### config.mk
export PLATFORM = sky130hd
export DESIGN_NAME = mpeg1_system_stream_demux_core
export DESIGN_NICKNAME = d
export VERILOG_FILES = /design/src/hw/rtl/mssd_pkg.sv /design/src/hw/rtl/mpeg1_system_stream_demux_core.sv /design/src/hw/rtl/mssd_front.sv /design/src/hw/rtl/mssd_fifo.sv /design/src/hw/rtl/mssd_back.sv
export SDC_FILE = /design/constraint.sdc
export NUM_CORES = 1
export LEC_CHECK = 0
export ABC_AREA = 1
export BUFFER_PORTS_ARGS = -buffer_cell sky130_fd_sc_hd__buf_2
export CAP_MARGIN = 10
export CORE_MARGIN = 3
export CORE_UTILIZATION = 40
export CTS_CLUSTER_SIZE = 10
export DETAILED_ROUTE_END_ITERATION = 8
export PLACE_DENSITY_LB_ADDON = 0.3
export SLEW_MARGIN = 5
export SYNTH_ARGS = -nofsm -noshare
export SYNTH_HDL_FRONTEND = slang
export SYNTH_SLANG_ARGS = --single-unit
export TNS_END_PERCENT = 5
### constraint.sdc
create_clock -name clk -period 4.6 [get_ports clk]
set_input_delay 0.23 -clock clk [delete_from_list [all_inputs] [get_ports clk]]
set_output_delay 0.23 -clock clk [all_outputs]
set_load 0.01 [all_outputs]
### src/hw/rtl/mssd_pkg.sv
// ----------------------------------------------------------------------------
// mssd_pkg: shared types and constants of the system stream demultiplexer
// Result kinds, error bits, parse modes and the queue entry format.
// ----------------------------------------------------------------------------
package mssd_pkg;

  localparam int unsigned QueueDepth = 2;
  localparam int unsigned QueuePtrW  = 1;
  localparam int unsigned QueueCntW  = 2;

  localparam logic [15:0] GapReset = 16'd600;

  typedef enum logic [1:0] {
    KIND_AUDIO = 2'd0,
    KIND_VIDEO = 2'd1,
    KIND_EVENT = 2'd2,
    KIND_ERROR = 2'd3
  } kind_t;

  localparam logic [1:0] ErrNone      = 2'd0;
  localparam logic [1:0] ErrBadMarker = 2'd1;
  localparam logic [1:0] ErrShort     = 2'd2;

  typedef enum logic [7:0] {
    M_SCAN    = 8'b0000_0001,
    M_LEN_HI  = 8'b0000_0010,
    M_LEN_LO  = 8'b0000_0100,
    M_FLAGS   = 8'b0000_1000,
    M_STD_LOW = 8'b0001_0000,
    M_MARKER  = 8'b0010_0000,
    M_SKIP    = 8'b0100_0000,
    M_PAYLOAD = 8'b1000_0000
  } mode_t;

  // One classified beat, waiting in the queue for the back end.
  typedef struct packed {
    kind_t      kind;
    logic [7:0] data;
    logic [4:0] stream;
    logic [1:0] err;
  } entry_t;

endpackage

### src/hw/rtl/mpeg1_system_stream_demux_core.sv
// A result beat passes through the queue and then the result register.
// Throughput: one stream byte per cycle while the queue is not full; the
// header parser handles every byte as it arrives, and the two-entry queue
// absorbs short output stalls. Reset: synchronous, active low; min_frame_gap
// returns to 600 and parsing restarts by scanning for a start code.
// ----------------------------------------------------------------------------
// mpeg1_system_stream_demux_core: MPEG-1 system stream demultiplexer
// Finds start codes, parses audio and video packet headers and passes event,
// error and payload beats out with stream number and audio frame start flag.
// ----------------------------------------------------------------------------
module mpeg1_system_stream_demux_core #(
  parameter int unsigned COUNT_WIDTH = 32
) (
  input  logic        clk,
  input  logic        rst_n,
  input  logic        in_valid,
  output logic        in_stall,
  input  logic [7:0]  in_byte,
  output logic        out_valid,
  input  logic        out_stall,
  output logic [1:0]  out_kind,
  output logic [7:0]  out_data_byte,
  output logic [4:0]  out_stream_number,
  output logic [1:0]  out_error_kind,
  output logic        out_frame_start,
  input  logic        cfg_psel,
  input  logic        cfg_penable,
  input  logic        cfg_pwrite,
  input  logic [2:0]  cfg_paddr,
  input  logic [31:0] cfg_pwdata,
  output logic [31:0] cfg_prdata,
  output logic        cfg_pready
);
  import mssd_pkg::*;

  logic        gap_wr;
  logic [15:0] gap_r, gap_nxt;

  logic        in_accept;
  logic        push;
  entry_t      push_entry;
  logic        pop;
  logic        full;
  logic        head_valid;
  entry_t      head_entry;

  assign cfg_pready = 1'b1;
  assign gap_wr     = cfg_psel && cfg_penable && cfg_pwrite && (cfg_paddr[2] == 1'b0);
  assign gap_nxt    = gap_wr ? cfg_pwdata[15:0] : gap_r;
  assign cfg_prdata = (cfg_paddr[2] == 1'b0) ? {16'd0, gap_r} : 32'd0;

  always_ff @(posedge clk) begin
    if (!rst_n) begin
      gap_r <= GapReset;
    end else begin
      gap_r <= gap_nxt;
    end
  end

  assign in_stall  = full;
  assign in_accept = in_valid && !full;

  mssd_front u_front (
    .clk        (clk),
    .rst_n      (rst_n),
    .byte_valid (in_accept),
    .byte_in    (in_byte),
    .push       (push),
    .push_entry (push_entry)
  );

  mssd_fifo u_fifo (
    .clk        (clk),
    .rst_n      (rst_n),
    .push       (push),
    .push_entry (push_entry),
    .pop        (pop),
    .full       (full),
    .head_valid (head_valid),
    .head_entry (head_entry)
  );

  mssd_back #(
    .COUNT_WIDTH (COUNT_WIDTH)
  ) u_back (
    .clk               (clk),
    .rst_n             (rst_n),
    .min_frame_gap     (gap_r),
    .head_valid        (head_valid),
    .head_entry        (head_entry),
    .pop               (pop),
    .out_stall         (out_stall),
    .out_valid         (out_valid),
    .out_kind          (out_kind),
    .out_data_byte     (out_data_byte),
    .out_stream_number (out_stream_number),
    .out_error_kind    (out_error_kind),
    .out_frame_start   (out_frame_start)
  );

endmodule

### src/hw/rtl/mssd_front.sv
// ----------------------------------------------------------------------------
// mssd_front: start code scanner and packet header parser
// Classifies every accepted stream byte and pushes events, errors and payload
// bytes into the queue.
// ----------------------------------------------------------------------------
module mssd_front (
  input  logic            clk,
  input  logic            rst_n,
  input  logic            byte_valid,
  input  logic [7:0]      byte_in,
  output logic            push,
  output mssd_pkg::entry_t push_entry
);
  import mssd_pkg::*;

  mode_t       mode_r, mode_nxt;
  logic [1:0]  zrun_r, zrun_nxt;
  logic [15:0] plen_r, plen_nxt;
  logic [15:0] hused_r, hused_nxt;
  logic [3:0]  skip_r, skip_nxt;
  logic [15:0] pleft_r, pleft_nxt;
  logic        is_audio_r, is_audio_nxt;
  logic [4:0]  cur_r, cur_nxt;

  logic        in_header;
  logic [15:0] hu_inc;
  logic        eh_gt;
  logic [15:0] eh_left;
  logic [3:0]  skip_dec;
  logic [15:0] pleft_dec;
  logic        do_end;
  logic        end_bad;
  logic [1:0]  end_err;

  assign in_header = (mode_r == M_FLAGS) || (mode_r == M_STD_LOW) ||
                     (mode_r == M_MARKER) || (mode_r == M_SKIP);
  assign hu_inc    = (in_header && hused_r != 16'hFFFF) ? hused_r + 16'd1 : hused_r;
  assign eh_gt     = hu_inc > plen_r;
  assign eh_left   = plen_r - hu_inc;
  assign skip_dec  = (skip_r != 4'd0) ? skip_r - 4'd1 : skip_r;
  assign pleft_dec = (pleft_r != 16'd0) ? pleft_r - 16'd1 : pleft_r;
  assign end_err   = {eh_gt, end_bad};

  always_comb begin
    mode_nxt     = mode_r;
    zrun_nxt     = zrun_r;
    plen_nxt     = plen_r;
    hused_nxt    = hused_r;
    skip_nxt     = skip_r;
    pleft_nxt    = pleft_r;
    is_audio_nxt = is_audio_r;
    cur_nxt      = cur_r;
    push         = 1'b0;
    push_entry   = '{kind: KIND_EVENT, data: byte_in, stream: 5'd0, err: ErrNone};
    do_end       = 1'b0;
    end_bad      = 1'b0;
    if (byte_valid) begin
      hused_nxt = hu_inc;
      unique case (mode_r)
        M_SCAN: begin
          if (zrun_r == 2'd3) begin
            zrun_nxt = 2'd0;
            push     = 1'b1;
            if (byte_in[7:5] == 3'b110) begin
              is_audio_nxt      = 1'b1;
              cur_nxt           = byte_in[4:0];
              push_entry.stream = byte_in[4:0];
              mode_nxt          = M_LEN_HI;
            end else if (byte_in[7:4] == 4'hE) begin
              is_audio_nxt      = 1'b0;
              cur_nxt           = {1'b0, byte_in[3:0]};
              push_entry.stream = {1'b0, byte_in[3:0]};
              mode_nxt          = M_LEN_HI;
            end
          end else if (byte_in == 8'h00) begin
            if (zrun_r < 2'd2) zrun_nxt = zrun_r + 2'd1;
          end else if (byte_in == 8'h01 && zrun_r == 2'd2) begin
            zrun_nxt = 2'd3;
          end else begin
            zrun_nxt = 2'd0;
          end
        end
        M_LEN_HI: begin
          plen_nxt = {byte_in, 8'h00};
          mode_nxt = M_LEN_LO;
        end
        M_LEN_LO: begin
          plen_nxt  = {plen_r[15:8], byte_in};
          hused_nxt = 16'd0;
          mode_nxt  = M_FLAGS;
        end
        M_FLAGS, M_MARKER: begin
          if (mode_r == M_FLAGS && byte_in == 8'hFF) begin
            mode_nxt = M_FLAGS;
          end else if (mode_r == M_FLAGS && byte_in[7:6] == 2'b01) begin
            mode_nxt = M_STD_LOW;
          end else if (byte_in[7:4] == 4'h2) begin
            skip_nxt = 4'd4;
            mode_nxt = M_SKIP;
          end else if (byte_in[7:4] == 4'h3) begin
            skip_nxt = 4'd9;
            mode_nxt = M_SKIP;
          end else begin
            do_end  = 1'b1;
            end_bad = (byte_in != 8'h0F);
          end
        end
        M_STD_LOW: begin
          mode_nxt = M_MARKER;
        end
        M_SKIP: begin
          skip_nxt = skip_dec;
          if (skip_dec == 4'd0) do_end = 1'b1;
        end
        M_PAYLOAD: begin
          push       = 1'b1;
          push_entry = '{kind: (is_audio_r ? KIND_AUDIO : KIND_VIDEO), data: byte_in,
                         stream: cur_r, err: ErrNone};
          pleft_nxt  = pleft_dec;
          if (pleft_dec == 16'd0) begin
            mode_nxt = M_SCAN;
            zrun_nxt = 2'd0;
          end
        end
        default: begin
          mode_nxt = M_SCAN;
        end
      endcase
      // Header done: the length left over becomes the payload count.
      if (do_end) begin
        pleft_nxt = eh_gt ? 16'd0 : eh_left;
        zrun_nxt  = 2'd0;
        mode_nxt  = (!eh_gt && eh_left != 16'd0) ? M_PAYLOAD : M_SCAN;
        if (end_err != ErrNone) begin
          push       = 1'b1;
          push_entry = '{kind: KIND_ERROR, data: 8'h00, stream: cur_r, err: end_err};
        end
      end
    end
  end

  always_ff @(posedge clk) begin
    if (!rst_n) begin
      mode_r     <= M_SCAN;
      zrun_r     <= 2'd0;
      plen_r     <= 16'd0;
      hused_r    <= 16'd0;
      skip_r     <= 4'd0;
      pleft_r    <= 16'd0;
      is_audio_r <= 1'b0;
      cur_r      <= 5'd0;
    end else begin
      mode_r     <= mode_nxt;
      zrun_r     <= zrun_nxt;
      plen_r     <= plen_nxt;
      hused_r    <= hused_nxt;
      skip_r     <= skip_nxt;
      pleft_r    <= pleft_nxt;
      is_audio_r <= is_audio_nxt;
      cur_r      <= cur_nxt;
    end
  end

endmodule

### src/hw/rtl/mssd_fifo.sv
// ----------------------------------------------------------------------------
// mssd_fifo: short queue between the header parser and the back end
// Two entries; push and pop may happen in the same cycle.
// ----------------------------------------------------------------------------
module mssd_fifo (
  input  logic             clk,
  input  logic             rst_n,
  input  logic             push,
  input  mssd_pkg::entry_t push_entry,
  input  logic             pop,
  output logic             full,
  output logic             head_valid,
  output mssd_pkg::entry_t head_entry
);
  import mssd_pkg::*;

  entry_t                 mem_r [QueueDepth];
  logic [QueuePtrW-1:0]   wptr_r, wptr_nxt;
  logic [QueuePtrW-1:0]   rptr_r, rptr_nxt;
  logic [QueueCntW-1:0]   cnt_r, cnt_nxt;

  assign full       = (cnt_r == QueueCntW'(QueueDepth));
  assign head_valid = (cnt_r != '0);
  assign head_entry = mem_r[rptr_r];

  always_comb begin
    wptr_nxt = push ? wptr_r + 1'b1 : wptr_r;
    rptr_nxt = pop ? rptr_r + 1'b1 : rptr_r;
    cnt_nxt  = cnt_r + QueueCntW'(push) - QueueCntW'(pop);
  end

  always_ff @(posedge clk) begin
    if (push) mem_r[wptr_r] <= push_entry;
  end

  always_ff @(posedge clk) begin
    if (!rst_n) begin
      wptr_r <= '0;
      rptr_r <= '0;
      cnt_r  <= '0;
    end else begin
      wptr_r <= wptr_nxt;
      rptr_r <= rptr_nxt;
      cnt_r  <= cnt_nxt;
    end
  end

endmodule

### src/hw/rtl/mssd_back.sv
// ----------------------------------------------------------------------------
// mssd_back: audio frame sync tracker and result register
// Takes queue entries, marks audio frame starts and holds the result beat.
// ----------------------------------------------------------------------------
module mssd_back #(
  parameter int unsigned COUNT_WIDTH = 32
) (
  input  logic             clk,
  input  logic             rst_n,
  input  logic [15:0]      min_frame_gap,
  input  logic             head_valid,
  input  mssd_pkg::entry_t head_entry,
  output logic             pop,
  input  logic             out_stall,
  output logic             out_valid,
  output logic [1:0]       out_kind,
  output logic [7:0]       out_data_byte,
  output logic [4:0]       out_stream_number,
  output logic [1:0]       out_error_kind,
  output logic             out_frame_start
);
  import mssd_pkg::*;

  logic [15:0]            shift_r, shift_nxt;
  // Audio byte count after the next audio byte, kept one ahead.
  logic [COUNT_WIDTH-1:0] cnt_next_r, cnt_next_nxt;
  logic [COUNT_WIDTH-1:0] last_sync_r, last_sync_nxt;
  logic                   valid_r, valid_nxt;
  entry_t                 res_r;
  logic                   fs_r;

  logic                   is_audio;
  logic [15:0]            shift_new;
  logic [COUNT_WIDTH-1:0] diff;
  logic                   sync_seen;
  logic                   fs;

  assign pop       = head_valid && (!valid_r || !out_stall);
  assign is_audio  = (head_entry.kind == KIND_AUDIO);
  assign shift_new = {shift_r[7:0], head_entry.data};
  assign diff      = cnt_next_r - last_sync_r;
  assign sync_seen = (shift_new[15:4] == 12'hFFF) || (shift_new[11:0] == 12'hFFF);
  assign fs        = is_audio && sync_seen && !diff[COUNT_WIDTH-1] &&
                     (diff > COUNT_WIDTH'(min_frame_gap));

  always_comb begin
    shift_nxt     = shift_r;
    cnt_next_nxt  = cnt_next_r;
    last_sync_nxt = last_sync_r;
    if (pop && is_audio) begin
      shift_nxt    = shift_new;
      cnt_next_nxt = cnt_next_r + COUNT_WIDTH'(1);
      if (fs) last_sync_nxt = cnt_next_r;
    end
    if (pop) valid_nxt = 1'b1;
    else if (out_stall) valid_nxt = valid_r;
    else valid_nxt = 1'b0;
  end

  always_ff @(posedge clk) begin
    if (pop) begin
      res_r <= head_entry;
      fs_r  <= fs;
    end
  end

  always_ff @(posedge clk) begin
    if (!rst_n) begin
      shift_r     <= 16'h5555;
      cnt_next_r  <= COUNT_WIDTH'(1);
      last_sync_r <= COUNT_WIDTH'(2);
      valid_r     <= 1'b0;
    end else begin
      shift_r     <= shift_nxt;
      cnt_next_r  <= cnt_next_nxt;
      last_sync_r <= last_sync_nxt;
      valid_r     <= valid_nxt;
    end
  end

  assign out_valid         = valid_r;
  assign out_kind          = res_r.kind;
  assign out_data_byte     = res_r.data;
  assign out_stream_number = res_r.stream;
  assign out_error_kind    = res_r.err;
  assign out_frame_start   = fs_r;

endmodule
# After elaboration in Yosys (flattened, before gate mapping)
# Memory sizes are Yosys's and may differ from the RTL's. A register that Yosys moved wholly into a read port is not among the register bits.
# Index checks and enable logic that the tools add are counted.
# W data, S select, Z words.
# op_classes
n_addsub,11
order_cmp,3
n_eq_ne,32
n_mux,69
n_bitwise,2
reduce_logical,47
# op_table
operator,n
$mux W16,7
$mux W8,10
$pmux W8 S7,1
$mux W17,3
$add A32 B1 Y32 const B,1
$gt A32 B16 Y1,1
$pmux W16 S2,1
$reduce_bool A16 Y1,2
$sub A32 B32 Y32,1
$mux W1,25
$eq A12 B12 Y1 const B,2
$mux W4,6
$mux W5,4
$add A16 B1 Y16 const B,1
$eq A8 B1 Y1 const B,2
$eq A8 B8 Y1 const B,2
$gt A16 B16 Y1,1
$logic_not A16 Y1,1
$ne A16 B16 Y1 const B,1
$sub A16 B1 Y16 const B,1
$sub A16 B16 Y16,1
$logic_and A1 B1 Y1,14
$mux W2,6
$reduce_bool A2 Y1,6
43 further kinds,64
# totals
register_bits,179
ram_bits,34
inputBits,50
out_inout_bits,53
word_cells,187
mem_count,1
# memory_table
name,words,word_bits,rd,rd_clocked_by_memory_dff,write_ports,line_no,source
u_fifo.mem_r,2,17,1,1,1,mssd_fifo.sv:17,entry_t mem_r [QueueDepth];

# Logic depth before layout (Yosys ltp)
# logic_depth
depth_word,13
ltp_mapped,30
ltp_nobuf,29

# Modules after synthesis
# Synthesis repeated with hierarchy kept, for this count alone.
# unflattened
cells_unflattened,2264
hier_area_um2,15033.2
# by_module_without_submodules
mod,n_inst,cells_each,area_each_um2,seq_area_each_um2
mssd_back,1,1130,7075.5,2001.9
mssd_front,1,892,5437.7,1361.3
mssd_fifo,1,86,1506.4,1121.1
mpeg1_system_stream_demux_core,1,156,1013.5,320.3

# Worst setup path before layout
# OpenSTA, ideal clock, no wires.
# synth_path
kind,reg2reg
from,register u_front.mode_r[0]
to,"memory u_fifo.mem_r[0][0] in the netlist's numbering, enable pin"
setup_ns,0.391
arrival_ns,4.055
required_time_ns,4.209
path_slack_ns,0.155
path_stages_with_launch,22
path_cell_list,dfxtp_1 nor2_2 nand2_1 inv_2 nand3_2 nand3_4 buf_4 nand3_1 or3_1 nand3b_1 nor2_1 xor2_1 ha_1 a21oi_1 o31ai_1 a21oi_1 nand2_2 o31ai_2 nand2_1 nand2_1 inv_1 nor2_1
# synth_via
elab_chain_len,13
word_cells_on_any_way,30
cone_classes,order compare (1); eq/ne (6); mux (15); reduce/logical (8)
# synth_lines
item,line_no,source
"start, declared",mssd_front.sv:16,"mode_t mode_r, mode_nxt;"
"start signal, assigned",mssd_front.sv:153,mode_r <= mode_nxt;
$eq A8 B4 Y1 or $eq A8 B5 Y1 (tied branches),--,
$logic_or A1 B1 Y1 (2 in series),mssd_front.sv:35,assign in_header = (mode_r == M_FLAGS) || (mode_r == M_STD_LOW) ||
$logic_or A1 B1 Y1,mssd_front.sv:36,(mode_r == M_MARKER) || (mode_r == M_SKIP);
$logic_and A1 B1 Y1,mssd_front.sv:37,assign hu_inc = (in_header && hused_r != 16'hFFFF) ? hused_r + 16'd1 : hused_r;
$mux W16,mssd_front.sv:37,
$gt A16 B16 Y1,mssd_front.sv:38,assign eh_gt = hu_inc > plen_r;
$reduce_bool A2 Y1,mssd_front.sv:134,if (end_err != ErrNone) begin
$mux W1,mssd_front.sv:134,
$mux W1 *,mssd_front.sv:130,if (do_end) begin
$mux W1 *,mssd_front.sv:57,if (byte_valid) begin
$mux W1 *,mssd_fifo.sv:33,if (push) mem_r[wptr_r] <= push_entry;
$mux W1 (implied by the code) *,mssd_fifo.sv:33,
"end, declared",mssd_fifo.sv:17,
# Mark *: on every way between the ends. The rest lies on a longest branch, timed or not. The select of a mux whose other input is x is not followed.

# Worst setup path after layout
# layout_path
from,register u_front.mode_r[0]
to,register u_fifo.cnt_r[1]
# layout_via
elab_chain_len,13
word_cells_on_any_way,30
cone_classes,add/sub (2); order compare (1); eq/ne (6); mux (13); reduce/logical (8)
# layout_lines
item,line_no,source
$eq A8 B4 Y1 or $eq A8 B5 Y1 (tied branches),--,
$logic_or A1 B1 Y1 (2 in series),mssd_front.sv:35,
$logic_or A1 B1 Y1,mssd_front.sv:36,
$logic_and A1 B1 Y1,mssd_front.sv:37,
$mux W16,mssd_front.sv:37,
$gt A16 B16 Y1,mssd_front.sv:38,
$reduce_bool A2 Y1,mssd_front.sv:134,
$mux W1,mssd_front.sv:134,
$mux W1 *,mssd_front.sv:130,
$mux W1 *,mssd_front.sv:57,
$add A2 B1 Y2 *,mssd_fifo.sv:29,cnt_nxt = cnt_r + QueueCntW'(push) - QueueCntW'(pop);
$sub A2 B1 Y2 *,mssd_fifo.sv:29,
"end signal, assigned",mssd_fifo.sv:44,cnt_r <= cnt_nxt;
"end, declared",mssd_fifo.sv:20,"logic [QueueCntW-1:0] cnt_r, cnt_nxt;"
# Marked as above.
# A chain may end at the register's enable or synchronous reset.

==> results.toml <==
[timing]
final-hold-violation-count = 0
fmaxAchievable_mhz = 232
timing.final.max_slew_violations = 0
finalCritPeriodShare_pct = 93.9
finalClockSkew_ps = 15.3
slew_headroom_pct = 26.3
setup-tns-final_ps = 0
min_period_ps = 4320
tightestPinTransition_ps = 1110
setup_violations = 0
layout_setup_ws_ps = 280

[flow_run]
max_cap_viol_count = 0

[grt]
grt_first_pass_wirelength_um = 58300
grt_start_max_net_pins = 68
antenna_found_initial = 0
grt_pass1_vias = 12200
track_usage_pct = 18.9
grt_overflow = 0

[final_layout]
layout.core_utilization_pct = 46.2
flow.area_growth_from_synthesis_pct = 13.1
register_area_um2 = 4810
fin_cells = 2534
multi_input_area_um2 = 7690
drive_above_1_share_pct = 9.97
layout.filler_cells = 3397
antenna_cells = 0
final_nets = 2186

[worst_setup_path]
slowest_stage = "sky130_fd_sc_hd__or3_4"
critical_path_required_ps = 5070
critical_path_arrival_ps = 4790
critPathMaxFanout = 6
crit_type = "flip-flop to flip-flop"
worst-path-buf-inv = 3
slowest_cell_delay_on_critical_path_ps = 380
largest_delay_share_family_worst_path = "simple AND/OR/NAND/NOR gates"
critPathCaptureType = "flip-flop"
worst_setup_path_start_kind = "flip-flop"

[cts]
clock_buffers_created_by_tritoncts = 27
h-tree-depth = 1
cts_num_sinks = 214
clk_path_buf_depth = 3
cts_tree = "yes"
worst_skew_pair.late_latency_ps = 550
clockRootBuffer = "sky130_fd_sc_hd__clkbuf_16"
path_clk_slew_ps = 60

[pwr]
power_density_nw_per_um2 = 443
worst_ir_drop_vdd_v = 0.000267
cellLeakagePower_nw = 6.85
fin_total_pwr_mw = 6.89

[synth]
ys_ff_latch = 214
yosys.area.top_type = "sky130_fd_sc_hd__dfxtp_1"
mappedNetlistArea_um2 = 13800
synthDistinctLibCells = 62
synth.area.top_cells = "sky130_fd_sc_hd__dfxtp_1, sky130_fd_sc_hd__nand2_1, sky130_fd_sc_hd__edfxtp_1"
synth_top_area_share_pct = 23.6
synth_edf_count = 52
synth.yosys.seq_area_share_pct = 34.9
async_reset_ff_share_pct = 0
ys.warnings.count = 0
synthesis.instances = 1987
postSynth.topFlopCell = "sky130_fd_sc_hd__dfxtp_1"
postSynthAreaPerCell_um2 = 6.92

[detailed_routing]
drt-wirelength-per-cell_um = 13.9
drt_pre_antenna_iters = 5
vias = 13100
drtAntennaViolNets = 0
drt-vias-per-instance = 5.15
drcViolationCount = 0
route.final.wire_length_um = 35300
initialDrtViolationCount = 881

[placement]
place.detailed.instances = 2467
io_buffers = 67
preCtsSetupSlack_ps = 147
dpl_wire_length_um = 26400
gp_congestion = 0.899

[die]
die-height_um = 191
fp.coreArea_um2 = 33700
die_area_um2 = 36600
num_ports = 103
die-width_um = 191
initial_utilization_pct = 40.8
rows = 67

[hold_path]
min_path_type = "input port to flip-flop"

[run_status]
run_status = "finished clean"
## timing repair
item,CTS,global route
hold endpoints to repair,17,0
hold buffers,17,0
resized for setup,0,12
setup buffers,0,5
endpoints found under the setup margin,0,19
## through the flow
step	hold WS (ps)	cell area [um^2]
2_1_floorplan	360	13800
3_5_place_dp	452	14500
5_1_grt	37.7	15600
4_1_cts	2.29	15500
3_3_place_gp	436	14500
6_report	35.1	15600
## flip-flops by register name (all words and copies together), names as in the netlist, 4 cells and up, named ones only
register,flops
u_front.cur_r,5
u_front.pleft_r,16
u_back.out_stream_number,5
u_front.hused_r,16
u_front.mode_r,8
u_back.last_sync_r,32
u_back.out_data_byte,8
u_front.skip_r,4
gap_r,16
u_back.cnt_next_r,32
u_front.plen_r,16
u_fifo.mem_r,34
u_back.shift_r,8
## cell usage in the layout, fill, tap and decap left out, types with 7 or more instances in the layout
cell	netlist	routed
sky130_fd_sc_hd__nand2_1	440	440
sky130_fd_sc_hd__inv_1	257	256
sky130_fd_sc_hd__nor2_1	207	205
sky130_fd_sc_hd__a21oi_1	197	195
sky130_fd_sc_hd__dfxtp_1	162	160
sky130_fd_sc_hd__nand3_1	121	119
sky130_fd_sc_hd__o21ai_0	98	98
sky130_fd_sc_hd__buf_2	1	67
sky130_fd_sc_hd__ha_1	65	65
sky130_fd_sc_hd__nand4_1	59	59
sky130_fd_sc_hd__edfxtp_1	52	52
sky130_fd_sc_hd__xor2_1	49	47
sky130_fd_sc_hd__nor3_1	33	32
sky130_fd_sc_hd__clkbuf_16	0	27
sky130_fd_sc_hd__buf_4	22	22
sky130_fd_sc_hd__nor4_1	20	20
sky130_fd_sc_hd__conb_1	2	17
sky130_fd_sc_hd__dlygate4sd3_1	0	17
sky130_fd_sc_hd__nand2_2	16	16
sky130_fd_sc_hd__xnor2_1	15	15
sky130_fd_sc_hd__or2_2	12	12
sky130_fd_sc_hd__nand3_2	10	12
sky130_fd_sc_hd__nor2_2	8	10
sky130_fd_sc_hd__clkbuf_1	40	10
sky130_fd_sc_hd__inv_2	8	9
sky130_fd_sc_hd__o21ai_1	8	7
sky130_fd_sc_hd__o211ai_1	7	7
## synthesized netlist by cell type (all sizes together) (5+ instances only)
| library cell | instances |
|---|---|
| a21oi | 199 |
| or2 | 13 |
| dfxtp | 162 |
| o211ai | 8 |
| clkbuf | 40 |
| a21boi | 6 |
| nand2 | 456 |
| nand3 | 132 |
| edfxtp | 52 |
| xor2 | 49 |
| o21a | 5 |
| o221ai | 5 |
| o21ai | 107 |
| buf | 28 |
| inv | 265 |
| o31ai | 5 |
| ha | 65 |
| nand3b | 6 |
| nor4 | 21 |
| nand4 | 59 |
| nor3 | 35 |
| nor2 | 219 |
| xnor2 | 15 |
## cell families (layout without fill, tap and decap cells)
kind of cell	Yosys count	after routing	synth area share, %
multiplexers	2	2	0.146
buffers and inverters	335	419	9.92
AO/OA/AOI/OAI	353	353	14.0
flip-flops	214	214	34.9
AND/OR/NAND/NOR	951	951	30.8
XOR/XNOR	64	64	4.08
adder cells (fa/ha/maj)	66	66	6.06
other	2	17	0.0546
## power breakdown
| part | switching (mW) | leakage [nW] | total (mW) | internal, mW |
|---|---|---|---|---|
| sequential | 0.125 | 1.81 | 2.27 | 2.15 |
| combinational | 1.74 | 4.65 | 2.65 | 0.905 |
| clock | 0.803 | 0.399 | 1.97 | 1.17 |
## worst register-to-register path: stages (launching register included)
cell and delay (ps):
sky130_fd_sc_hd__dfxtp_1 340, sky130_fd_sc_hd__nor2_2 160, sky130_fd_sc_hd__nand2_1 140, sky130_fd_sc_hd__inv_2 110, sky130_fd_sc_hd__nand3_2 150, sky130_fd_sc_hd__nand3_4 140, sky130_fd_sc_hd__nand3_2 100, sky130_fd_sc_hd__or3_4 380
sky130_fd_sc_hd__nand3b_1 200, sky130_fd_sc_hd__nor2_1 130, sky130_fd_sc_hd__xor2_1 210, sky130_fd_sc_hd__ha_1 310, sky130_fd_sc_hd__a21oi_2 170, sky130_fd_sc_hd__o31ai_1 90, sky130_fd_sc_hd__a21oi_2 160, sky130_fd_sc_hd__nand2_2 110
sky130_fd_sc_hd__o31ai_2 110, sky130_fd_sc_hd__nand2_1 150, sky130_fd_sc_hd__nand2_1 120, sky130_fd_sc_hd__inv_1 60, sky130_fd_sc_hd__ha_1 280, sky130_fd_sc_hd__inv_1 60, sky130_fd_sc_hd__ha_1 190, sky130_fd_sc_hd__xor2_2 160
sky130_fd_sc_hd__o21ai_0 90, sky130_fd_sc_hd__a21oi_1 140
## layout make-up
type                    instances  area share, %
flip-flops and latches        214           30.9
inverters                     267           6.44
clock inverters                 6          0.474
well taps                     448           3.60
repair buffers                107           4.38
multi-input cells            1453           49.4
clock buffers                  39           4.76
## worst paths after layout
| kind | startpoint | to | slack [ps] | cells after the start |
|---|---|---|---|---|
| setup / recovery | u_front.mode_r[0] | u_fifo.cnt_r[1] | 280 | 25 |
| hold / removal | in_byte[7] | u_front.plen_r[7] | 40 | 3 |
| setup reg to reg | u_front.mode_r[0] | u_fifo.cnt_r[1] | 280 | 25 |
| hold reg to reg | u_back.last_sync_r[5] | u_back.last_sync_r[5] | 460 | 2 |
## per-layer routing
layer	GRT usage, %	vias up	share of wire, %
li1	-	6725	-
met1	25.5	5918	47
met2	31.9	352	45
met3	2.73	59	5.3
met4	4.91	0	2.4
met5	0	-	0
No activity file was read; power rests on OpenSTA's default activity.
